File: config.mk
export PLATFORM = sky130hd
export DESIGN_NAME = sdbf_front
export DESIGN_NICKNAME = d
export VERILOG_FILES = /design/src/sv/sdbf_pkg.sv /design/src/sv/sdbf_front.sv
export SDC_FILE = /design/constraint.sdc
export NUM_CORES = 1
export LEC_CHECK = 0
export BUFFER_PORTS_ARGS = -buffer_cell sky130_fd_sc_hd__buf_4
export CORE_AREA = 2 2 70 72
export DETAILED_ROUTE_END_ITERATION = 12
export DIE_AREA = 0 0 72 74
export GPL_ROUTABILITY_DRIVEN = 0
export HOLD_SLACK_MARGIN = 0.05
export PLACE_DENSITY_LB_ADDON = 0.25
export SLEW_MARGIN = 20
export SYNTH_ARGS = -nofsm -noshare
export SYNTH_HDL_FRONTEND = slang
export SYNTH_SLANG_ARGS = --single-unit
export TNS_END_PERCENT = 1
File: constraint.sdc
create_clock -name clk -period 5 [get_ports clk]
set_clock_uncertainty 0.05 [all_clocks]
set_input_delay 1.25 -clock clk [delete_from_list [all_inputs] [get_ports clk]]
set_output_delay 1.25 -clock clk [all_outputs]
set_load 0.005 [all_outputs]
File: src/sv/sdbf_pkg.sv
// sdbf_pkg: shared types, constants and arithmetic helpers for the box filter
// used by the front, queue, back and top level of ssd_detection_box_filter
`default_nettype none

package sdbf_pkg;

  // fixed-point setup
  localparam int MAX_SURFACE    = 8192;
  localparam int EDGE_FRAC_BITS = 14;

  // configuration register indexes
  localparam logic [1:0] REG_CONF_THRESHOLD = 2'd0;
  localparam logic [1:0] REG_SURFACE_WIDTH  = 2'd1;
  localparam logic [1:0] REG_SURFACE_HEIGHT = 2'd2;

  localparam logic [15:0] CONF_THRESHOLD_RST = 16'd32768;
  localparam logic [13:0] SURFACE_WIDTH_RST  = 14'd640;
  localparam logic [13:0] SURFACE_HEIGHT_RST = 14'd480;

  // proposal queue
  localparam int QDEPTH = 4;
  localparam int QAW    = 2;

  // datapath widths
  localparam int SCALE_W = 31;              // 16b signed edge times 15b signed surface
  localparam int PIX_W   = 26;              // pixel values with widening and padding
  localparam int PROD_W  = PIX_W + 16;      // pixel times Q0.16 fraction

  // widening fractions in Q0.16, rounded to nearest
  localparam logic signed [15:0] FRAC_X = 16'sd4391;   // 0.067
  localparam logic signed [15:0] FRAC_Y = 16'sd1835;   // 0.028
  localparam logic signed [15:0] FRAC_W = 16'sd9830;   // 0.15
  localparam logic signed [15:0] FRAC_H = 16'sd8520;   // 0.13

  localparam logic signed [SCALE_W:0] SCALE_BIAS =
    (SCALE_W + 1)'((64'sd1 <<< EDGE_FRAC_BITS) - 64'sd1);
  localparam logic signed [PROD_W:0] FRAC_BIAS = (PROD_W + 1)'(65535);

  typedef struct packed {
    logic [15:0] conf_threshold;
    logic [13:0] surface_width;
    logic [13:0] surface_height;
  } cfg_t;

  typedef struct packed {
    logic [15:0]        confidence;
    logic signed [15:0] edge_left;
    logic signed [15:0] edge_top;
    logic signed [15:0] edge_right;
    logic signed [15:0] edge_bottom;
  } prop_t;

  // surface register clamped to the largest supported surface
  function automatic logic [13:0] eff_surface(input logic [13:0] v);
    logic [13:0] r;
    r = v;
    if ({3'b000, v} > 17'(MAX_SURFACE)) begin
      r = 14'(MAX_SURFACE);
    end
    return r;
  endfunction

  // scaled edge divided by 2^EDGE_FRAC_BITS, truncated toward zero
  function automatic logic signed [PIX_W-1:0] scale_trunc(input logic signed [SCALE_W-1:0] v);
    logic signed [SCALE_W:0] s;
    s = (SCALE_W + 1)'(v) + (v[SCALE_W-1] ? SCALE_BIAS : (SCALE_W + 1)'(0));
    return PIX_W'(s >>> EDGE_FRAC_BITS);
  endfunction

  // pixel times Q0.16 fraction divided by 2^16, truncated toward zero
  function automatic logic signed [PIX_W-1:0] frac_trunc(input logic signed [PROD_W-1:0] v);
    logic signed [PROD_W:0] s;
    s = (PROD_W + 1)'(v) + (v[PROD_W-1] ? FRAC_BIAS : (PROD_W + 1)'(0));
    return PIX_W'(s >>> 16);
  endfunction

endpackage

`default_nettype wire

File: src/sv/sdbf_front.sv
// sdbf_front: accepts proposals, tracks the end-of-frame stop and applies the threshold
// depends on sdbf_pkg
`default_nettype none

module sdbf_front (
  input  logic                 clk,
  input  logic                 rst,
  input  logic                 in_valid,
  output logic                 in_stall,
  input  logic                 end_marker,
  input  logic                 frame_last,
  input  logic [15:0]          confidence,
  input  logic signed [15:0]   edge_left,
  input  logic signed [15:0]   edge_top,
  input  logic signed [15:0]   edge_right,
  input  logic signed [15:0]   edge_bottom,
  input  logic [15:0]          conf_threshold,
  input  logic                 q_full,
  output logic                 push,
  output sdbf_pkg::prop_t      push_data
);

  logic stopped;
  logic take;
  logic consider;

  assign in_stall = q_full;
  assign take     = in_valid && !q_full;
  assign consider = !stopped && !end_marker && (confidence >= conf_threshold);
  assign push     = take && consider;

  assign push_data.confidence  = confidence;
  assign push_data.edge_left   = edge_left;
  assign push_data.edge_top    = edge_top;
  assign push_data.edge_right  = edge_right;
  assign push_data.edge_bottom = edge_bottom;

  // frame_last wins over an end marker in the same word
  always_ff @(posedge clk) begin
    if (rst) begin
      stopped <= 1'b0;
    end else if (take) begin
      if (frame_last) begin
        stopped <= 1'b0;
      end else if (end_marker) begin
        stopped <= 1'b1;
      end
    end
  end

endmodule

`default_nettype wire

After elaboration in Yosys (flattened, before gate mapping). Cells that the tools add are included.

Bits in registers: 1.

$lt $le $gt $ge: 1. Mux-type cells: 2. Reductions and logical operators: 9.

Operator list (number): $ge 16x16->1 (1); $logic_and 1x1->1 (4); $logic_not 1->1 (3); $mux 1 (2); $reduce_and 2->1 (1); $reduce_bool 2->1 (1).

Longest topological paths before layout.
Word-level depth: 4. Gate-level depth with buffers: 6. Depth with buffers taken out: 6.

Least setup slack after synthesis. Ideal clock, no wire load.

Path kind: in2out. Start point: input port confidence[0]. End point: output port push. Arrival: 2.240 ns. Data required time: 3.700 ns. Slack: 1.460 ns. Cell stages on the path: 6. Buffers on the path: 0. Cells stage by stage: inv_1 > ha_1 > nand2b_1 > a2111o_1 > o2111ai_1 > a31oi_1.

Cells in the longest elaborated chain, start to end: 3.

Ends and longest elaborated chain: from (decl) (RTL line sdbf_front.sv:12) `input logic [15:0] confidence,`; $ge 16x16->1 (RTL line sdbf_front.sv:29) `assign consider = !stopped && !end_marker && (confidence >= conf_threshold);`; $logic_and 1x1->1 (RTL line sdbf_front.sv:29); $logic_and 1x1->1 (RTL line sdbf_front.sv:30) `assign push = take && consider;`; to (decl) (RTL line sdbf_front.sv:19) `output logic push,`.

No other way between the ends.

Worst setup path in the final report. Ends and elaborated chain as after synthesis.

==> reports/metrics.csv <==
stage;metric;value;unit
outcome;status;complete, no violations;
synth;yosys.area_share.adder;18.93;%
synth;synth_xor_area_share;0;%
final_layout;syn2layout_area_growth;-12.07;%
floorplan;start_util;22.99;%
synth;yosys_warnings;0;
synth;ys_seq_elements;1;
routing;wl;1.832;mm
synth;yosys.cell_count.top_type;buf_4;
timing;rsz0062_at_grt;no;
routing;vias;693;
timing;finalMaxSlewViolations;0;
final_layout;nFillCells;522;
synth;synthTopCellsByCount;buf_4 (81), ha_1 (16), inv_1 (16);
routing;ant_nets;0;
synth;synthesis.nets;260;
synth;synth_cell_type_count;18;
power;vdd_drop_max;26.36;µV
min_path;min_from;stopped;
final_layout;multi_input_area;369.1;µm²
grt;track_usage;6.209;%
routing;viasPerCell;4.076;
synth;synth_compound_area_share;9.467;%
floorplan;num_rows;25;
power;power_density;79.14;nW/µm²
cts;clk_latency;0;ns
grt;grt_max_degree;4;
synth;syn_avg_cell_area;7.446;µm²
final_layout;stdcell_count;170;
routing;drtIter0Drc;2;
critical_path;r2r_start;stopped;
final_layout;layout-drive-gt1-share;49.14;%
synth;synth_edf_count;0;
floorplan;core_area;4598;µm²
synth;synth_top_family_by_area;buffers and inverters;
synth;synth_top_area_share;57.51;%
grt;overflow;0;
synth;netlist_top_cells_area;buf_4 (58%), ha_1 (19%), inv_1 (5.7%);
grt;grt_first_pass_wirelength;2.815;mm
floorplan;io_pins;184;
timing;finalSetupViolCount;0;
routing;avgRoutedWirePerCell;10.78;µm
critical_path;crit_fanout;2;
routing;drt_first_pass_iters;2;
final_layout;seq_area;20.02;µm²
floorplan;fp.dieW;72;µm
grt;antenna_found_initial;0;
critical_path;arrival;2.56;ns
routing;drc;0;
run;cap_violations;0;
synth;ys.flop_type;dfxtp_1;
final_layout;top_register;stopped;
synth;async_flop_share;0;%
synth;synthCells;142;
final_layout;insertedDiodeCount;0;
critical_path;startpoint_type;primary input;
placed_design;io_buffers;55;
critical_path;critical_path_class;primary input to output port;
synth;synth_top_cell_by_area;buf_4;
floorplan;dieArea;5328;µm²
critical_path;critical_path.startpoint;confidence[0];
timing;period_minus_slack;3.857;ns
final_layout;layout.nets;236;
timing;timing.fmax;259.3;MHz
cts;clkTransAtPathRegs;0;ns
timing;post-route-period-util;77.14;%
synth;seq_area_frac_synth;1.893;%
synth;synth-simple-area-share;6.509;%
cts;postCtsHoldBufs;0;
floorplan;die_h;74;µm
final_layout;reg_top3;stopped: 1 flops;
synth;netlist_area;1057;µm²
grt;grt_pass1_vias;656;
critical_path;end_kind;output port;
min_path;hold_path.class;flop to flop;
placed_design;dp_cells;170;
synth;synthMuxAreaShare;0;%
timing;setup_tns;0;ns
power;p_leak;0.5309;nW
cts;postCtsResizedCells;0;
final_layout;largest_reg_flops;1;
cts;post_cts_buffers;0;
timing;hold_viol;0;
timing;hold_slack;0.4534;ns
timing;worst_pin_slew;0.2226;ns
critical_path;worst-endpoint-required;3.70;ns
timing;slew_headroom;85.07;%
-- cell families after synthesis --
group / after synthesis
buffers and inverters: 97
AND/OR/NAND/NOR: 13
adder cells (fa/ha/maj): 16
flip-flops: 1
AO/OA/AOI/OAI: 15
-- where the power goes --
part	internal (W)	switching [W]	total (W)	leakage (nW)
logic	0.0000404	0.0000245	0.0000649	0.523
registers	0.00000853	0.000000166	0.00000870	0.00817
clock network	0	0	0	0
total	0.0000489	0.0000247	0.0000736	0.531
-- layer usage --
layer  share of wire (%)  track usage, %  up-vias
met5                   0               0        -
met2                  46           10.39       64
li1                    -               -      319
met1                  33           6.981      300
met4                 2.5           1.677        0
met3                  19           3.252       10
-- metrics by stage --
stage               utilization [%]  setup slack (ns)   power [W]  area [µm²]
finish                        20.22             1.143  0.00007357       929.6
global route                  20.22             1.029  0.00008417       929.6
CTS                           20.22             1.127  0.00007621       929.6
detailed placement            20.22             1.132  0.00007596       929.6
global placement              20.22             1.134  0.00007586       929.6
floorplan                         -             1.460  0.00008527        1057
-- worst max-delay path: stages --
cell       delay, ns
buf_4           0.08
inv_1           0.03
ha_1            0.26
nand2b_1        0.14
a2111o_1        0.41
o2111ai_1       0.10
a31oi_1         0.12
buf_4           0.15
-- final cells by class --
type / count / share of cell area [%]
repair buffers: 55 / 44.41
multi-input cells: 44 / 39.70
well taps: 54 / 7.268
inverters: 16 / 6.460
flip-flops and latches: 1 / 2.153
-- layout by cell type (no fill, tap or decap), types with 2 or more instances in the layout --
cell type | synthesis | final
a211oi_1 | 2 | 2
a21oi_1 | 6 | 6
buf_4 | 81 | 55
ha_1 | 16 | 16
inv_1 | 16 | 16
nand2_1 | 6 | 6
nor2_1 | 3 | 3
o21a_1 | 2 | 2
-- worst paths after layout --
kind	endpoint	cells after the start	slack, ns
worst max-delay path	push	8	1.14
worst min-delay path	stopped	2	0.45
worst max register to register	stopped	2	4.32
worst min register to register	stopped	2	0.45
No activity file was read; power rests on OpenSTA's default activity.
