### config.mk
export PLATFORM = sky130hd
export DESIGN_NAME = sdbf_back
export DESIGN_NICKNAME = d
export VERILOG_FILES = /design/src/sv/sdbf_pkg.sv /design/src/sv/sdbf_back.sv
export SDC_FILE = /design/constraint.sdc
export NUM_CORES = 2
export LEC_CHECK = 0
export BUFFER_PORTS_ARGS = -buffer_cell sky130_fd_sc_hd__buf_4
export CAP_MARGIN = 25
export CORE_MARGIN = 3
export CORE_UTILIZATION = 50
export DETAILED_ROUTE_END_ITERATION = 7
export PLACE_DENSITY = 0.64
export SLEW_MARGIN = 40
export SYNTH_ARGS = -nofsm -noshare
export SYNTH_HDL_FRONTEND = slang
export SYNTH_SLANG_ARGS = --single-unit
### constraint.sdc
create_clock -name clk -period 25.3 [get_ports clk]
set_clock_uncertainty 0.2 [all_clocks]
set_input_delay 2.53 -clock clk [delete_from_list [all_inputs] [get_ports clk]]
set_output_delay 2.53 -clock clk [all_outputs]
set_load 0.05 [all_outputs]
### src/sv/sdbf_pkg.sv
// sdbf_pkg: shared types, constants and arithmetic helpers for the box filter
// used by the front, queue, back and top level of ssd_detection_box_filter
`default_nettype none

package sdbf_pkg;

  // fixed-point setup
  localparam int MAX_SURFACE    = 8192;
  localparam int EDGE_FRAC_BITS = 14;

  // configuration register indexes
  localparam logic [1:0] REG_CONF_THRESHOLD = 2'd0;
  localparam logic [1:0] REG_SURFACE_WIDTH  = 2'd1;
  localparam logic [1:0] REG_SURFACE_HEIGHT = 2'd2;

  localparam logic [15:0] CONF_THRESHOLD_RST = 16'd32768;
  localparam logic [13:0] SURFACE_WIDTH_RST  = 14'd640;
  localparam logic [13:0] SURFACE_HEIGHT_RST = 14'd480;

  // proposal queue
  localparam int QDEPTH = 4;
  localparam int QAW    = 2;

  // datapath widths
  localparam int SCALE_W = 31;              // 16b signed edge times 15b signed surface
  localparam int PIX_W   = 26;              // pixel values with widening and padding
  localparam int PROD_W  = PIX_W + 16;      // pixel times Q0.16 fraction

  // widening fractions in Q0.16, rounded to nearest
  localparam logic signed [15:0] FRAC_X = 16'sd4391;   // 0.067
  localparam logic signed [15:0] FRAC_Y = 16'sd1835;   // 0.028
  localparam logic signed [15:0] FRAC_W = 16'sd9830;   // 0.15
  localparam logic signed [15:0] FRAC_H = 16'sd8520;   // 0.13

  localparam logic signed [SCALE_W:0] SCALE_BIAS =
    (SCALE_W + 1)'((64'sd1 <<< EDGE_FRAC_BITS) - 64'sd1);
  localparam logic signed [PROD_W:0] FRAC_BIAS = (PROD_W + 1)'(65535);

  typedef struct packed {
    logic [15:0] conf_threshold;
    logic [13:0] surface_width;
    logic [13:0] surface_height;
  } cfg_t;

  typedef struct packed {
    logic [15:0]        confidence;
    logic signed [15:0] edge_left;
    logic signed [15:0] edge_top;
    logic signed [15:0] edge_right;
    logic signed [15:0] edge_bottom;
  } prop_t;

  // surface register clamped to the largest supported surface
  function automatic logic [13:0] eff_surface(input logic [13:0] v);
    logic [13:0] r;
    r = v;
    if ({3'b000, v} > 17'(MAX_SURFACE)) begin
      r = 14'(MAX_SURFACE);
    end
    return r;
  endfunction

  // scaled edge divided by 2^EDGE_FRAC_BITS, truncated toward zero
  function automatic logic signed [PIX_W-1:0] scale_trunc(input logic signed [SCALE_W-1:0] v);
    logic signed [SCALE_W:0] s;
    s = (SCALE_W + 1)'(v) + (v[SCALE_W-1] ? SCALE_BIAS : (SCALE_W + 1)'(0));
    return PIX_W'(s >>> EDGE_FRAC_BITS);
  endfunction

  // pixel times Q0.16 fraction divided by 2^16, truncated toward zero
  function automatic logic signed [PIX_W-1:0] frac_trunc(input logic signed [PROD_W-1:0] v);
    logic signed [PROD_W:0] s;
    s = (PROD_W + 1)'(v) + (v[PROD_W-1] ? FRAC_BIAS : (PROD_W + 1)'(0));
    return PIX_W'(s >>> 16);
  endfunction

endpackage

`default_nettype wire

### src/sv/sdbf_back.sv
// sdbf_back: five-stage box pipeline (scale, size, widen, widen, square), clipping out reg
// depends on sdbf_pkg
`default_nettype none

module sdbf_back (
  input  logic             clk,
  input  logic             rst,
  input  logic             q_valid,
  input  sdbf_pkg::prop_t  q_data,
  output logic             pop,
  input  logic [13:0]      surface_width,
  input  logic [13:0]      surface_height,
  output logic             out_valid,
  input  logic             out_stall,
  output logic [12:0]      box_x,
  output logic [12:0]      box_y,
  output logic [13:0]      box_w,
  output logic [13:0]      box_h,
  output logic [15:0]      conf_out
);

  localparam int PW = sdbf_pkg::PIX_W;

  logic [13:0] sw_eff;
  logic [13:0] sh_eff;
  logic signed [PW-1:0] sw_s;
  logic signed [PW-1:0] sh_s;
  logic adv;

  // stage 1: edge times surface
  logic v1;
  logic [15:0] s1_conf;
  logic signed [sdbf_pkg::SCALE_W-1:0] s1_pl, s1_pt, s1_pr, s1_pb;
  // stage 2: pixel box
  logic v2;
  logic [15:0] s2_conf;
  logic signed [PW-1:0] s2_x, s2_y, s2_w, s2_h;
  // stage 3: widening products
  logic v3;
  logic [15:0] s3_conf;
  logic signed [PW-1:0] s3_x, s3_y, s3_w, s3_h;
  logic signed [sdbf_pkg::PROD_W-1:0] s3_px, s3_py, s3_pw, s3_ph;
  // stage 4: widened box
  logic v4;
  logic [15:0] s4_conf;
  logic signed [PW-1:0] s4_x, s4_y, s4_w, s4_h;
  // stage 5: square box
  logic v5;
  logic [15:0] s5_conf;
  logic signed [PW-1:0] s5_x, s5_y, s5_w, s5_h;

  logic signed [PW-1:0] pad_x, pad_y, pad_w, pad_h, pad_d;
  logic signed [PW-1:0] x_end, y_end;
  logic keep;

  assign sw_eff = sdbf_pkg::eff_surface(surface_width);
  assign sh_eff = sdbf_pkg::eff_surface(surface_height);
  assign sw_s   = signed'(PW'(sw_eff));
  assign sh_s   = signed'(PW'(sh_eff));

  // the whole pipeline moves together unless the output word is held
  assign adv = !out_valid || !out_stall;
  assign pop = q_valid && adv;

  always_comb begin
    pad_x = s4_x;
    pad_y = s4_y;
    pad_w = s4_w;
    pad_h = s4_h;
    if (s4_w < s4_h) begin
      pad_d = s4_h - s4_w;
      pad_x = s4_x - (pad_d >>> 1);
      pad_w = s4_h;
    end else begin
      pad_d = s4_w - s4_h;
      pad_y = s4_y - (pad_d >>> 1);
      pad_h = s4_w;
    end
  end

  assign x_end = s5_x + s5_w;
  assign y_end = s5_y + s5_h;
  assign keep  = (s5_w > 0) && (s5_h > 0) && (s5_x >= 0) && (s5_y >= 0) &&
                 (x_end <= sw_s) && (y_end <= sh_s);

  always_ff @(posedge clk) begin
    if (rst) begin
      v1        <= 1'b0;
      v2        <= 1'b0;
      v3        <= 1'b0;
      v4        <= 1'b0;
      v5        <= 1'b0;
      out_valid <= 1'b0;
    end else if (adv) begin
      v1        <= q_valid;
      v2        <= v1;
      v3        <= v2;
      v4        <= v3;
      v5        <= v4;
      out_valid <= v5 && keep;
    end
  end

  always_ff @(posedge clk) begin
    if (adv) begin
      s1_conf <= q_data.confidence;
      s1_pl   <= q_data.edge_left   * $signed({1'b0, sw_eff});
      s1_pt   <= q_data.edge_top    * $signed({1'b0, sh_eff});
      s1_pr   <= q_data.edge_right  * $signed({1'b0, sw_eff});
      s1_pb   <= q_data.edge_bottom * $signed({1'b0, sh_eff});

      s2_conf <= s1_conf;
      s2_x    <= sdbf_pkg::scale_trunc(s1_pl);
      s2_y    <= sdbf_pkg::scale_trunc(s1_pt);
      s2_w    <= sdbf_pkg::scale_trunc(s1_pr) - sdbf_pkg::scale_trunc(s1_pl);
      s2_h    <= sdbf_pkg::scale_trunc(s1_pb) - sdbf_pkg::scale_trunc(s1_pt);

      s3_conf <= s2_conf;
      s3_x    <= s2_x;
      s3_y    <= s2_y;
      s3_w    <= s2_w;
      s3_h    <= s2_h;
      s3_px   <= s2_w * sdbf_pkg::FRAC_X;
      s3_py   <= s2_h * sdbf_pkg::FRAC_Y;
      s3_pw   <= s2_w * sdbf_pkg::FRAC_W;
      s3_ph   <= s2_h * sdbf_pkg::FRAC_H;

      s4_conf <= s3_conf;
      s4_x    <= s3_x - sdbf_pkg::frac_trunc(s3_px);
      s4_y    <= s3_y - sdbf_pkg::frac_trunc(s3_py);
      s4_w    <= s3_w + sdbf_pkg::frac_trunc(s3_pw);
      s4_h    <= s3_h + sdbf_pkg::frac_trunc(s3_ph);

      s5_conf <= s4_conf;
      s5_x    <= pad_x;
      s5_y    <= pad_y;
      s5_w    <= pad_w;
      s5_h    <= pad_h;

      box_x    <= s5_x[12:0];
      box_y    <= s5_y[12:0];
      box_w    <= s5_w[13:0];
      box_h    <= s5_h[13:0];
      conf_out <= s5_conf;
    end
  end

endmodule

`default_nettype wire

After elaboration in Yosys (flattened, before gate mapping)
Index checks and enable logic that the tools add are counted.
- bits in registers: 724
- bits of input ports: 112
- output and inout bits: 72
- word-level logic and storage cells: 96
- $add $sub $neg: 20
- $mul: 8
- order comparisons: 8
- muxes and demuxes: 13
- reductions and logical operators: 9
- operators with widths (kind ; count):
    adder 31 x 15 -> 32 bit ; 4
    multiplier 16 x 15 -> 31 bit ; 4
    two-way mux 14 bit ; 6
    two-way mux 26 bit ; 3
    adder 34 x 17 -> 35 bit ; 2
    multiplier 19 x 14 -> 33 bit, second input constant ; 2
    two-way mux 16 bit ; 4
    multiplier 19 x 12 -> 31 bit, second input constant ; 2
    subtractor 18 x 18 -> 19 bit ; 3
    adder 26 bit ; 2
    greater-or-equal comparator 26 x 1 -> 1 bit, second input constant ; 2
    less-or-equal comparator 26 x 15 -> 1 bit ; 2
    subtractor 26 x 25 -> 26 bit ; 2
    subtractor 26 bit ; 2
    adder 19 x 19 -> 20 bit ; 2
    adder 33 x 17 -> 34 bit ; 1
    adder 31 x 17 -> 32 bit ; 1
    greater-than comparator 14 bit, second input constant ; 2
    greater-than comparator 26 x 1 -> 1 bit, second input constant ; 1
    < comparator 26 bit ; 1
    subtractor 18 x 16 -> 19 bit ; 1
    logical AND 1 bit ; 6
    logical NOT 1 bit ; 2
    logical OR 1 bit ; 1

Depth between registers and ports, before layout
- word-level depth: 6
- mapped depth: 29
- depth with buffers taken out: 27

Worst setup path before layout
OpenSTA, ideal clock, no wires.
- path kind: input-to-output
- start point: input port out_stall
- end point: output port pop
- data arrival time: 18.841 ns
- required time: 22.570 ns
- slack: 3.729 ns
- cell stages on the path: 5
- buffers on the path: 1
- cells stage by stage: and2_1 clkbuf_1 clkinv_1 nand2_1 inv_1
- word-level cells in the longest chain between the ends: 3
- ends and longest elaborated chain (what ; RTL line ; source):
    from (decl) ; sdbf_back.sv:14 ; input logic out_stall,
    logical NOT 1 bit ; sdbf_back.sv:62 ; assign adv = !out_valid || !out_stall;
    logical OR 1 bit ; sdbf_back.sv:62 ;
    logical AND 1 bit ; sdbf_back.sv:63 ; assign pop = q_valid && adv;
    to (decl) ; sdbf_back.sv:10 ; output logic pop,
No other way between the ends.

Worst setup path in the final report
- start point: input port surface_width[13]
- end point: register s1_pr[29] in the netlist's numbering (data pin)
- word-level cells in the longest chain between the ends: 3
- ends and longest elaborated chain (what ; RTL line ; source):
    from (decl) ; sdbf_back.sv:11 ; input logic [13:0] surface_width,
    greater-than comparator 14 bit ; sdbf_pkg.sv:57 ; if ({3'b000, v} > 17'(MAX_SURFACE)) begin
    two-way mux 14 bit (*) ; sdbf_pkg.sv:57 ;
    multiplier 16 x 15 -> 31 bit (*) ; sdbf_back.sv:109 ; s1_pr <= q_data.edge_right * $signed({1'b0, sw_eff});
    to (signal assigned) ; sdbf_back.sv:109 ;
    to (decl) ; sdbf_back.sv:33 ; logic signed [sdbf_pkg::SCALE_W-1:0] s1_pl, s1_pt, s1_pr, s1_pb;
Every way passes the cells marked *; elsewhere a longest branch is shown, timed or not.
A chain may end at the register's enable or synchronous reset.

==> impl_metrics.env <==
export IMPL_hpwl_um=167000
export IMPL_start_kind="primary input"
export IMPL_grt_usage=0.242
export IMPL_finalNetCount=10918
export IMPL_area_growth_pct=7.53
export IMPL_tns_ps=0
export IMPL_path_max_fanout=44
export IMPL_io_buffers=183
export IMPL_endpoint_kind="register"
export IMPL_grt_antenna_before_repair=3
export IMPL_core_rowCount=152
export IMPL_clock_path_buffers=3
export IMPL_yosys_top_cells_area="fa_1 (27%), edfxtp_1 (23%), ha_1 (15%)"
export IMPL_finalCritPeriodShare=0.382
export IMPL_crit_path_top_delay_cell="a2111oi_0"
export IMPL_slew_headroom=0.439
export IMPL_synth_cell_type_count=86
export IMPL_grt_ovfl_total=0
export IMPL_die_w_um=424
export IMPL_slew_viol_final=0
export IMPL_syn_instance_count=8478
export IMPL_synth_nets=10813
export IMPL_viasPerCell=5.46
export IMPL_synth_seq_cells=685
export IMPL_die_h_um=424
export IMPL_grt_pass1_wl_um=343000
export IMPL_synth_ff_type="edfxtp_1"
export IMPL_ant_nets=0
export IMPL_tritoncts_num_buffers=80
export IMPL_boundaryPins=184
export IMPL_ys_seq_area_frac=0.235
export IMPL_fin_cells=10964
export IMPL_ff2ff_setup_slack_ps=18070
export IMPL_worst_pin_slew_ps=841
export IMPL_netlist_area_um2=87300
export IMPL_cts_max_level=3
export IMPL_drc=0
export IMPL_clock_sinks=685
export IMPL_drtIter0Drc=3586
export IMPL_postCtsSetupBuffers=0
export IMPL_routabilityCongestion=0.902
export IMPL_n_fill_cell=15169
export IMPL_worstHoldPathType="register to register"
export IMPL_final_min_clock_period_ps=9660
export IMPL_synth_most_common_cell="inv_1"
export IMPL_critPathKind="primary input to register"
export IMPL_dr_pass1_iters=5
export IMPL_routedWlPerCell_um=19.4
export IMPL_maxCapViolations=0
export IMPL_status="finished, final reports clean"
export IMPL_finalHoldViolations=0
export IMPL_worstPathRequired_ps=25520
export IMPL_async_flop_share=0
export IMPL_ctsResizeCount=0
export IMPL_synth_common_cells="inv_1 (1480), fa_1 (1160), ha_1 (1063)"
export IMPL_place_inst=10810
export IMPL_fmax_mhz=104
export IMPL_clk_pin_slew_ps=60
export IMPL_multiInputGateArea_um2=60400
export IMPL_yosysTopAreaCellShare=0.266
export IMPL_avgSynthCellArea_um2=10.3
export IMPL_setup_violations=0
export IMPL_cts_root_buf="clkbuf_16"
export IMPL_cp_arrival_ps=9880
export IMPL_dieArea_um2=180000
export IMPL_synth_warnings=0
export IMPL_cts_tree="yes"
export IMPL_initial_utilization=0.506
export IMPL_hold_buffers=0
export IMPL_vias=59859
export IMPL_rsz0062_at_grt="false"
export IMPL_synth_edff_count=679
export IMPL_coreArea_um2=172000
export IMPL_routed_wl_um=212000
export IMPL_clock_latency_ps=700
export IMPL_worst_path_most_repeated_cell="inv_1"
export IMPL_grt_pass1_vias=62846
export IMPL_drive_gt1_frac=0.0517
export IMPL_yosysTopAreaCell="fa_1"
export IMPL_max_stage_delay_ps=630
export IMPL_grt_max_degree=130
export IMPL_seqCellArea_um2=20500
[stage by stage]
| stage | hold WS, ps | setup slack [ps] | instance area, µm² | utilization |
|---|---|---|---|---|
| detailed placement | 205 | 14970 | 91200 | 0.529 |
| finish | 214 | 15640 | 93800 | 0.544 |
| global route | 223 | 15160 | 93800 | 0.544 |
| floorplan | 200 | 3730 | 87300 | - |
| global placement | 201 | 15060 | 91100 | 0.528 |
| CTS | 212 | 15690 | 93800 | 0.544 |
[cells by family after synthesis]
logic type	count (synthesis)	synth area share
xor+xnor	589	0.0591
simple gates	2042	0.121
fa+ha+maj	2224	0.419
compound gates	1226	0.0909
flops	685	0.235
mux	13	0.00156
buf+inv	1699	0.0738
[flip-flops by register name, summed over array words and instances (netlist names), 19 cells and up]
signal / count
s3_pw: 31
s2_w: 19
s4_y: 19
s1_pt: 31
s1_pl: 31
s3_h: 19
s1_pb: 31
s4_w: 20
s3_px: 32
s4_h: 20
s3_py: 30
s3_w: 19
s5_x: 26
s4_x: 19
s3_ph: 28
s2_h: 19
s5_h: 20
s5_y: 26
s1_pr: 31
[final timing paths]
check                to  cells past startpoint         startpoint
max           s1_pr[29]                     29  surface_width[13]
min          s2_conf[1]                      0         s1_conf[1]
max reg2reg   s3_pw[32]                     20            s2_w[6]
min reg2reg  s2_conf[1]                      0         s1_conf[1]
[routing by layer]
layer / up-vias / track usage / wire (µm)
li1: 28145 / - / -
met1: 29833 / 0.338 / 96200
met2: 1563 / 0.387 / 97000
met3: 316 / 0.0286 / 11100
met4: 2 / 0.0895 / 8050
met5: - / 0.00672 / 170
[cell usage in the layout, fill, tap and decap left out, drive strengths merged, types with 29 or more instances in the layout]
cell	netlist	layout
o21ai	246	246
o21a	62	62
a21oi	371	371
nor3	90	90
buf	27	241
xor2	184	184
xnor2	405	405
nand2	554	554
nor2	278	278
edfxtp	679	679
a21o	185	185
ha	1063	1063
inv	1480	1493
fa	1160	1160
clkbuf	191	99
o21bai	51	51
a211oi	50	50
nand3	112	112
nand2b	47	47
and2	601	601
or3	29	29
nor2b	90	90
nand4	37	37
o31ai	29	29
and3	116	116
[critical path, delay by kind of cell]
kind / cells / cell delay [ps]
adders and majority gates: 7 / 3310
AOI/OAI and AO/OA: 9 / 2350
buffers and inverters: 9 / 1120
and+or+nand+nor: 3 / 380
xor gates and xnor gates: 1 / 170
[final cells by class]
type | instances | share of cell area
clock buffers | 99 | 0.0223
repair buffers | 241 | 0.0200
inverters | 1481 | 0.0594
diodes | 5 | 0.000133
multi-input cells | 6094 | 0.644
flip-flops and latches | 685 | 0.219
well taps | 2310 | 0.0308
clock inverters | 49 | 0.00516
Power is left out: the tool's default activity adds up to more than one toggle a clock period on the data nets, which glitch-free logic cannot reach.
