[src/sv/sdbf_pkg.sv]
// sdbf_pkg: shared types, constants and arithmetic helpers for the box filter
// used by the front, queue, back and top level of ssd_detection_box_filter
`default_nettype none

package sdbf_pkg;

  // fixed-point setup
  localparam int MAX_SURFACE    = 8192;
  localparam int EDGE_FRAC_BITS = 14;

  // configuration register indexes
  localparam logic [1:0] REG_CONF_THRESHOLD = 2'd0;
  localparam logic [1:0] REG_SURFACE_WIDTH  = 2'd1;
  localparam logic [1:0] REG_SURFACE_HEIGHT = 2'd2;

  localparam logic [15:0] CONF_THRESHOLD_RST = 16'd32768;
  localparam logic [13:0] SURFACE_WIDTH_RST  = 14'd640;
  localparam logic [13:0] SURFACE_HEIGHT_RST = 14'd480;

  // proposal queue
  localparam int QDEPTH = 4;
  localparam int QAW    = 2;

  // datapath widths
  localparam int SCALE_W = 31;              // 16b signed edge times 15b signed surface
  localparam int PIX_W   = 26;              // pixel values with widening and padding
  localparam int PROD_W  = PIX_W + 16;      // pixel times Q0.16 fraction

  // widening fractions in Q0.16, rounded to nearest
  localparam logic signed [15:0] FRAC_X = 16'sd4391;   // 0.067
  localparam logic signed [15:0] FRAC_Y = 16'sd1835;   // 0.028
  localparam logic signed [15:0] FRAC_W = 16'sd9830;   // 0.15
  localparam logic signed [15:0] FRAC_H = 16'sd8520;   // 0.13

  localparam logic signed [SCALE_W:0] SCALE_BIAS =
    (SCALE_W + 1)'((64'sd1 <<< EDGE_FRAC_BITS) - 64'sd1);
  localparam logic signed [PROD_W:0] FRAC_BIAS = (PROD_W + 1)'(65535);

  typedef struct packed {
    logic [15:0] conf_threshold;
    logic [13:0] surface_width;
    logic [13:0] surface_height;
  } cfg_t;

  typedef struct packed {
    logic [15:0]        confidence;
    logic signed [15:0] edge_left;
    logic signed [15:0] edge_top;
    logic signed [15:0] edge_right;
    logic signed [15:0] edge_bottom;
  } prop_t;

  // surface register clamped to the largest supported surface
  function automatic logic [13:0] eff_surface(input logic [13:0] v);
    logic [13:0] r;
    r = v;
    if ({3'b000, v} > 17'(MAX_SURFACE)) begin
      r = 14'(MAX_SURFACE);
    end
    return r;
  endfunction

  // scaled edge divided by 2^EDGE_FRAC_BITS, truncated toward zero
  function automatic logic signed [PIX_W-1:0] scale_trunc(input logic signed [SCALE_W-1:0] v);
    logic signed [SCALE_W:0] s;
    s = (SCALE_W + 1)'(v) + (v[SCALE_W-1] ? SCALE_BIAS : (SCALE_W + 1)'(0));
    return PIX_W'(s >>> EDGE_FRAC_BITS);
  endfunction

  // pixel times Q0.16 fraction divided by 2^16, truncated toward zero
  function automatic logic signed [PIX_W-1:0] frac_trunc(input logic signed [PROD_W-1:0] v);
    logic signed [PROD_W:0] s;
    s = (PROD_W + 1)'(v) + (v[PROD_W-1] ? FRAC_BIAS : (PROD_W + 1)'(0));
    return PIX_W'(s >>> 16);
  endfunction

endpackage

`default_nettype wire

[src/sv/sdbf_queue.sv]
// sdbf_queue: short fifo of kept proposals between front and back
// depends on sdbf_pkg
`default_nettype none

module sdbf_queue (
  input  logic             clk,
  input  logic             rst,
  input  logic             push,
  input  sdbf_pkg::prop_t  push_data,
  output logic             full,
  input  logic             pop,
  output logic             pop_valid,
  output sdbf_pkg::prop_t  pop_data
);

  sdbf_pkg::prop_t                mem [sdbf_pkg::QDEPTH];
  logic [sdbf_pkg::QAW-1:0]       wr_ptr;
  logic [sdbf_pkg::QAW-1:0]       rd_ptr;
  logic [sdbf_pkg::QAW:0]         count;
  logic                           do_pop;

  assign full      = (count == (sdbf_pkg::QAW + 1)'(sdbf_pkg::QDEPTH));
  assign pop_valid = (count != '0);
  assign pop_data  = mem[rd_ptr];
  assign do_pop    = pop && pop_valid;

  always_ff @(posedge clk) begin
    if (push) begin
      mem[wr_ptr] <= push_data;
    end
  end

  always_ff @(posedge clk) begin
    if (rst) begin
      wr_ptr <= '0;
      rd_ptr <= '0;
      count  <= '0;
    end else begin
      if (push) begin
        wr_ptr <= wr_ptr + 1'b1;
      end
      if (do_pop) begin
        rd_ptr <= rd_ptr + 1'b1;
      end
      if (push && !do_pop) begin
        count <= count + 1'b1;
      end else if (do_pop && !push) begin
        count <= count - 1'b1;
      end
    end
  end

endmodule

`default_nettype wire

[config.mk]
export PLATFORM = sky130hd
export DESIGN_NAME = sdbf_queue
export DESIGN_NICKNAME = d
export VERILOG_FILES = /design/src/sv/sdbf_pkg.sv /design/src/sv/sdbf_queue.sv
export SDC_FILE = /design/constraint.sdc
export NUM_CORES = 1
export LEC_CHECK = 0
export CAP_MARGIN = 10
export CORE_AREA = 2 2 198 161
export CTS_CLUSTER_DIAMETER = 30
export DETAILED_ROUTE_END_ITERATION = 16
export DIE_AREA = 0 0 200 163
export DONT_BUFFER_PORTS = 1
export PLACE_DENSITY = 0.66
export SKIP_CTS_REPAIR_TIMING = 1
export SYNTH_ARGS = -nofsm -noshare
export SYNTH_HDL_FRONTEND = slang
export SYNTH_SLANG_ARGS = --single-unit
[constraint.sdc]
create_clock -name clk -period 6.7 [get_ports clk]
set_input_delay 0.67 -clock clk [delete_from_list [all_inputs] [get_ports clk]]
set_output_delay 0.67 -clock clk [all_outputs]
set_load 0.05 [all_outputs]
# After elaboration in Yosys (flattened, before gate mapping)
# Memories as Yosys holds them, arrays and structs flattened. A register that Yosys moved wholly into a read port is not among the register bits.
# Cells that the tools add are included.
# totals
latchBits	0
n_memories	1
ram_bits	320
ff_bits	7
romBits	0
# classes
n_mux	6
bitwise	0
order_cmp	0
reduce_logical	7
n_addsub	4
n_mul	0
n_eq_ne	1
n_div	0
shifts	0
# mem_list
name	words	width	rd	rd_ports_with_merged_regs	wr	line_no	text
mem	4	80	1	1	1	sdbf_queue.sv:16	sdbf_pkg::prop_t mem [sdbf_pkg::QDEPTH];
# ops
op	count
$mux W3	2
$add A2 B1 Y2 const B	2
$mux W2	2
$add A3 B1 Y3 const B	1
$eq A3 B3 Y1 const B	1
$logic_and A1 B1 Y1	3
$reduce_bool A3 Y1	1
$sub A3 B1 Y3 const B	1
$logic_not A1 Y1	2
$mux W1	2
$reduce_bool A2 Y1	1

# Logic depth before layout (Yosys ltp)
# Gate-level depths: netlist of the first run.
# depth
word_depth	5
depth_mapped	7
mapped_depth_nobuf	7

# Worst setup path before layout of the first run
# OpenSTA, ideal clock, no wires.
# synth_path
path_type	input -> register
from	input push
to	memory mem[0][0] (netlist bit) (enable)
cell_stages	1
t_arrival_ps	2533
path_slack_ps	3720
cell_sequence	and2_1
# synth_via
elab_chain_cells	2
# synth_rtl
item	line_no	text
start: declaration	sdbf_queue.sv:8	input logic push,
$mux W1	sdbf_queue.sv:28	if (push) begin
$mux W1 (implied by the code)	sdbf_queue.sv:29	mem[wr_ptr] <= push_data;
end: declaration	sdbf_queue.sv:16	
# No other way between the ends.

==> impl_results.md, run 1 <==
- Critical path's slowest cell: dfxtp_4
- Final worst slack: 2.999 ns
- Ys flop type: edfxtp_1
- FMAX: 270.2 MHz
- Pre-Repair DR Iteration Count: 4
- RSZ-0062 raised after global routing: no
- Vias in the first global route: 5387
- RePlAce Congestion: 0.7585
- Final period utilization: 55.24%
- Pre-CTS WS: 3.427 ns
- Seq/Total Area, Yosys: 81.14%
- Layout Area Growth over Synthesis: 17.99%
- Clk sink count: 329
- Post-synth top area share: 79.64%
- Crit path DAT: 3.03 ns
- Initial antenna violation count: 0
- Max stage delay on crit path: 0.93 ns
- CTS tree: built
- Drt drc: 0
- Largest cells by area after synthesis: edfxtp_1 (80%), mux4_2 (15%), dfxtp_1 (1.5%)
- Row count: 58
- WL per Instance: 22.41 um
- Post-synth EDFFs: 320
- Count leader, synth: edfxtp_1
- DR vias: 4838
- Post-synthesis register bit count: 329
- DPL Wire Length: 12.83 mm
- Clock-pin transition on the worst setup and hold timing paths: 0.06 ns
- Routed wire length: 21.64 mm
- First-pass GRT wire length: 32.20 mm
- Yosys warnings: 0
- Die area: 0.03260 sq mm
- Leak: 4.478 nW
- Crit-path leading delay family: flip-flops
- CP Cell Sequence: buf_4, mux4_2
- Crit-path max FO: 44
- Syn_nets: 552
- # IOs: 166
- Maximum vdd drop: 0.3403 mV
- Setup crit end kind: output pin
- Worst min path class: input port to register
- Setup TNS: 0 ns
- Root Buffer: clkbuf_16
- Largest net degree at the start of global routing: 59
- Commonest cells post-synth: edfxtp_1 (320), mux4_2 (80), dfxtp_1 (9)
- Core area: 0.03084 sq mm
- Fillers: 2504
- Crit path launch type: register
- PwrDens: 459.3 mW/mm^2
- Share of cells above drive strength 1: 34.43%
- Tot GR Track Use: 13.53%
- Die W: 200 um
- PortBufs: 0
- Final net count: 595
- Diodes inserted: 0
- Status: finished, final reports clean
- Leading area contributor after synthesis: edfxtp_1
- Clock Tree Buf Depth: 3
- Final Hold Vio Count: 0
- Synthesized area: 0.01207 sq mm
- Die Y-Extent: 163 um
- Worst Max-Slew Pin Slew: 0.9295 ns
- CP bufs+invs: 1
- Worst rel slew slack: 38.03%
- Post-synth ARST share: 0%
- Type of the worst setup path: register to output pin
- DR vias/cell: 5.008
- Dpl cells: 869
- GRT overflow: 0
- Gate Count Post-Synth: 462
- Mean Syn Cell Area: 26.12 sq um
- Final core occ: 46.16%
- Non-filler instance count after layout: 966
- Area occupied by registers: 0.009797 sq mm
- Worst Skew: 0.01377 ns
- Clock Latency Late Sink: 0.55 ns
- Footprint of the multi-input gates: 0.002061 sq mm
- Setup violators final: 0
- Post-DRT Antenna Nets: 0
- H-tree depth: 2
- Num CTS Buffers: 54
- Initial core utilization: 39.12%
- Drt first-iter violations: 264
- Netlist cell types: 22
- CP required: 6.03 ns
- Max Slew Vio Count: 0
- Max Cap Viol: 0
- Min Tclk post-route: 3.701 ns
[area by class of cell]
cell class,count,share of cell area [%]
sequential,329,68.82
timing repair buffer,6,0.3164
tap,420,3.691
multi-input combinational,111,14.48
clock inverter,41,2.927
clock buffer,56,9.694
inverter,3,0.07910
[path summary, 6_finish.rpt]
kind / cells past startpoint / end / from / slack (ns)
worst max-delay path: 2 / pop_data[44] / register / 3.00
worst min-delay path: 1 / register / rst / 0.18
worst max register to register: 7 / count[2] / count[0] / 4.52
worst min register to register: 2 / register / rd_ptr[1] / 0.53
[cell usage in the layout (no fill, tap or decap), types with 2 or more instances in the layout]
master and count:
clkinv_4 4, mux4_2 80, xor2_1 4, dfxtp_1 7, mux2i_1 2, or3_1 2, dfxtp_4 2, edfxtp_1 320
clkinv_2 10, inv_1 3, ha_1 5, nor2_1 7, inv_6 9, buf_4 6, clkinvlp_4 6, bufinv_16 4
and2_4 4, inv_8 6, clkbuf_16 55
[kinds of logic after synthesis]
logic type / synth area share [%]
compound gates: 0.2177
xor+xnor: 0.3629
buf+inv: 1.908
simple gates: 0.5911
fa+ha+maj: 0.6844
flops: 81.14
mux: 15.10
[stage by stage]
stage / cell area, sq um / power, W / hold WS [ns]
final: 14240 / 0.006539 / 0.1776
after global routing: 14240 / 0.006780 / 0.1491
after CTS: 14240 / 0.006629 / 0.1472
after detailed placement: 12440 / 0.003955 / 0.5192
after global placement: 12440 / 0.003932 / 0.5079
after floorplan: 12070 / 0.003891 / 0.4837
[per-layer routing]
metal / vias to the layer above / track usage, % / routed length (um)
li1: 2079 / - / -
met5: - / 0 / 0
met3: 37 / 6.212 / 2183
met1: 2559 / 16.26 / 8572
met2: 163 / 21.56 / 10490
met4: 0 / 4.815 / 397
[sequential cells by signal, indices dropped and copies added, names as in the netlist, named ones only]
| name | flops |
|---|---|
| rd_ptr | 2 |
| count | 3 |
| wr_ptr | 2 |
| mem | 320 |
[power breakdown]
part	switching, W	leakage (nW)	internal [W]
Sequential	0.000128	3.01	0.00238
Clock	0.000970	0.877	0.00168
Combinational	0.000996	0.586	0.000382
Total	0.00209	4.48	0.00444
No activity file was read; power rests on OpenSTA's default activity.
==> inputs of run 2 (changes only) <==
--- a/config.mk
+++ b/config.mk
@@ -11,7 +11,7 @@
 export DETAILED_ROUTE_END_ITERATION = 16
 export DIE_AREA = 0 0 200 163
 export DONT_BUFFER_PORTS = 1
-export PLACE_DENSITY = 0.66
+export PLACE_DENSITY = 0.68
 export SKIP_CTS_REPAIR_TIMING = 1
 export SYNTH_ARGS = -nofsm -noshare
 export SYNTH_HDL_FRONTEND = slang
==> constraint.sdc (replaced) <==
create_clock -name clk -period 3 [get_ports clk]
set_input_delay 0.3 -clock clk [delete_from_list [all_inputs] [get_ports clk]]
set_output_delay 0.3 -clock clk [all_outputs]
set_load 0.05 [all_outputs]
==> run 2 against run 1 <==
  * Critical path depth did not move
  * Die area did not move
  * Non-clock buffer count up 86
  * Combinational power rose to 2.5 times the previous value
  * First-iteration DRC count down 23%
  * Global-route usage rose by 0.21 points
  * Worst setup slack got worse by 2.5 ns
  * Via count grew 7.9%
  * Final cell count up 9.4%
  * Register-to-register slack got worse by 3.7 ns
  * Flip-flop and latch count unchanged
  * Power grew 130%
==> impl_results.md, run 2 (synthesized netlist as in run 1, its figures left out) <==
- WL per Instance: 21.30 um (was 22.41 um)
- R2r startpoint: count[1] (was count[0])
- Num CTS Buffers: 54 (unchanged)
- Final period utilization: 83.49%
- Setup violators final: 0 (unchanged)
- CP required: 2.70 ns (was 6.03 ns)
- Biggest registers after layout: mem (320), count (3) (unchanged)
- Share of cells above drive strength 1: 29.72% (was 34.43%)
- First-pass GRT wire length: 33.12 mm (was 32.20 mm)
- FMAX: 399.2 MHz
- Sw frac: 31.53% (was 32.03%)
- Max Cap Viol: 0 (unchanged)
- Pre-Repair DR Iteration Count: 4 (unchanged)
- Crit path DAT: 2.20 ns (was 3.03 ns)
- Top reg by flops: mem (unchanged)
- Drt drc: 0 (unchanged)
- Final net count: 681 (was 595)
- Setup crit end kind: output pin (unchanged)
- RSZ-0062 raised after global routing: no (unchanged)
- Hold Path End: rd_ptr[0]
- RePlAce Congestion: 0.7082 (was 0.7585)
- Worst rel slew slack: 41.20% (was 38.03%)
- Worst min path class: input port to register (unchanged)
- Total power: 0.01503 W (was 0.006539 W)
- Setup TNS: 0 ns (unchanged)
- Non-filler instance count after layout: 1057 (was 966)
- Crit-path max FO: 43 (was 44)
- Row count: 58 (unchanged)
- Most frequent cells in the layout: edfxtp_1 (320), dlygate4sd3_1 (82), mux4_2 (80) (was edfxtp_1 (320), mux4_2 (80), clkbuf_16 (55))
- Logic pwr share: 23.1% (was 21.1%)
- Die Y-Extent: 163 um (unchanged)
- Sw power: 0.004737 W (was 0.002094 W)
- Clk sink count: 329 (unchanged)
- GRT overflow: 0 (unchanged)
- Post-DRT Antenna Nets: 0 (unchanged)
- Root Buffer: clkbuf_16 (unchanged)
- H-tree depth: 2 (unchanged)
- Clock Latency Late Sink: 0.55 ns (about the same)
- Vias in the first global route: 5538 (was 5387)
- Worst Max-Slew Pin Slew: 0.8781 ns (was 0.9295 ns)
- Die area: 0.03260 sq mm (unchanged)
- Max Slew Vio Count: 0 (unchanged)
- Initial antenna violation count: 1 (was 0)
- Type of the worst setup path: register to output pin (unchanged)
- Internal: 0.01029 W (was 0.004445 W)
- DR vias/cell: 4.939 (was 5.008)
- Leak: 4.870 nW (was 4.478 nW)
- Flop2flop setup slack: 0.84 ns (was 4.52 ns)
- Clock Tree Buf Depth: 3 (unchanged)
- Most common cell after layout, fill and taps aside: edfxtp_1 (unchanged)
- R2R depth: 7 (unchanged)
- Drt first-iter violations: 204 (was 264)
- DR vias: 5220 (was 4838)
- Layout Area Growth over Synthesis: 26.24% (was 17.99%)
- Hold path cells: 3 (was 1)
- Dpl cells: 873 (was 869)
- Initial core utilization: 39.12% (unchanged)
- # IOs: 166 (unchanged)
- Die W: 200 um (unchanged)
- Core area: 0.03084 sq mm (unchanged)
- Crit path launch type: register (unchanged)
- Maximum vdd drop: 0.5926 mV (was 0.3403 mV)
- Worst Skew: 0.01152 ns (was 0.01377 ns)
- Min Tclk post-route: 2.505 ns
- Routed wire length: 22.51 mm (was 21.64 mm)
- Clk pwr share: 40.7% (was 40.6%)
- DPL Wire Length: 12.60 mm (was 12.83 mm)
- Largest net degree at the start of global routing: 44 (was 59)
- Critical hold path startpoint: pop (was rst)
- Final Hold Vio Count: 0 (unchanged)
- Flop pwr share: 36.2% (was 38.4%)
- Clock-pin transition on the worst setup and hold timing paths: 0.06 ns (about the same)
- PwrDens: 986.5 mW/mm^2 (was 459.3 mW/mm^2)
- Worst R2R End: count[2] (unchanged)
- Final core occ: 49.38% (was 46.16%)
- Status: finished, final reports clean (unchanged)
- Tot GR Track Use: 13.74% (was 13.53%)
- Largest register FFs: 320 (unchanged)
- CTS tree: built (unchanged)
- PortBufs: 0 (unchanged)
run 2: critical path, cell delays in order, from the launching register on:
cell and delay [ns]:
dfxtp_4 0.75, buf_12 0.34, mux4_2 0.53
run 2: power groups by stage:
stage | sequential (W) | combinational (W) | clock [W]
final | 0.00544 | 0.00346 | 0.00612
after global routing | 0.00546 | 0.00362 | 0.00646
after CTS | 0.00545 | 0.00340 | 0.00625
after detailed placement | 0.00553 | 0.00338 | 0
after global placement | 0.00551 | 0.00335 | 0
after floorplan | 0.00546 | 0.00323 | 0
run 2: worst max path at each step:
stage | endpoint | start | slack, ns | depth (start not counted)
2_1_floorplan | mem[0][0] | wr_ptr[0] | 0.15 | 3
3_3_place_gp | count[2] | count[0] | 0.93 | 7
3_5_place_dp | count[2] | count[1] | 0.85 | 7
4_1_cts | pop_data[57] | register | 0.41 | 2
5_1_grt | pop_data[46] | register | 0.39 | 2
6_report | pop_data[9] | register | 0.50 | 2
run 2: final cells by class:
cell class,count,area (sq um)
multi-input cells,111,2061
repair buffers,92,983.4
well taps,420,525.5
diodes,1,2.502
flip-flops and latches,329,9797
clock inverters,43,462.9
clock buffers,58,1388
fillers,2432,15610
inverters,3,11.26
run 2: through the flow:
step	worst slack, ns	hold slack (ns)	instance area, sq um
global placement	0.9272	0.3654	12560
floorplan	0.1472	0.3989	12070
finish	0.4953	0.08137	15230
CTS	0.4114	-0.2106	14410
global route	0.3880	0.07937	15230
detailed placement	0.8525	0.3698	12560
run 2: routing by layer:
layer | track usage (%) | share of wire [%]
met5 | 0 | 0
met4 | 4.478 | 1.9
met3 | 5.260 | 6.6
met2 | 23.56 | 52
met1 | 15.89 | 40
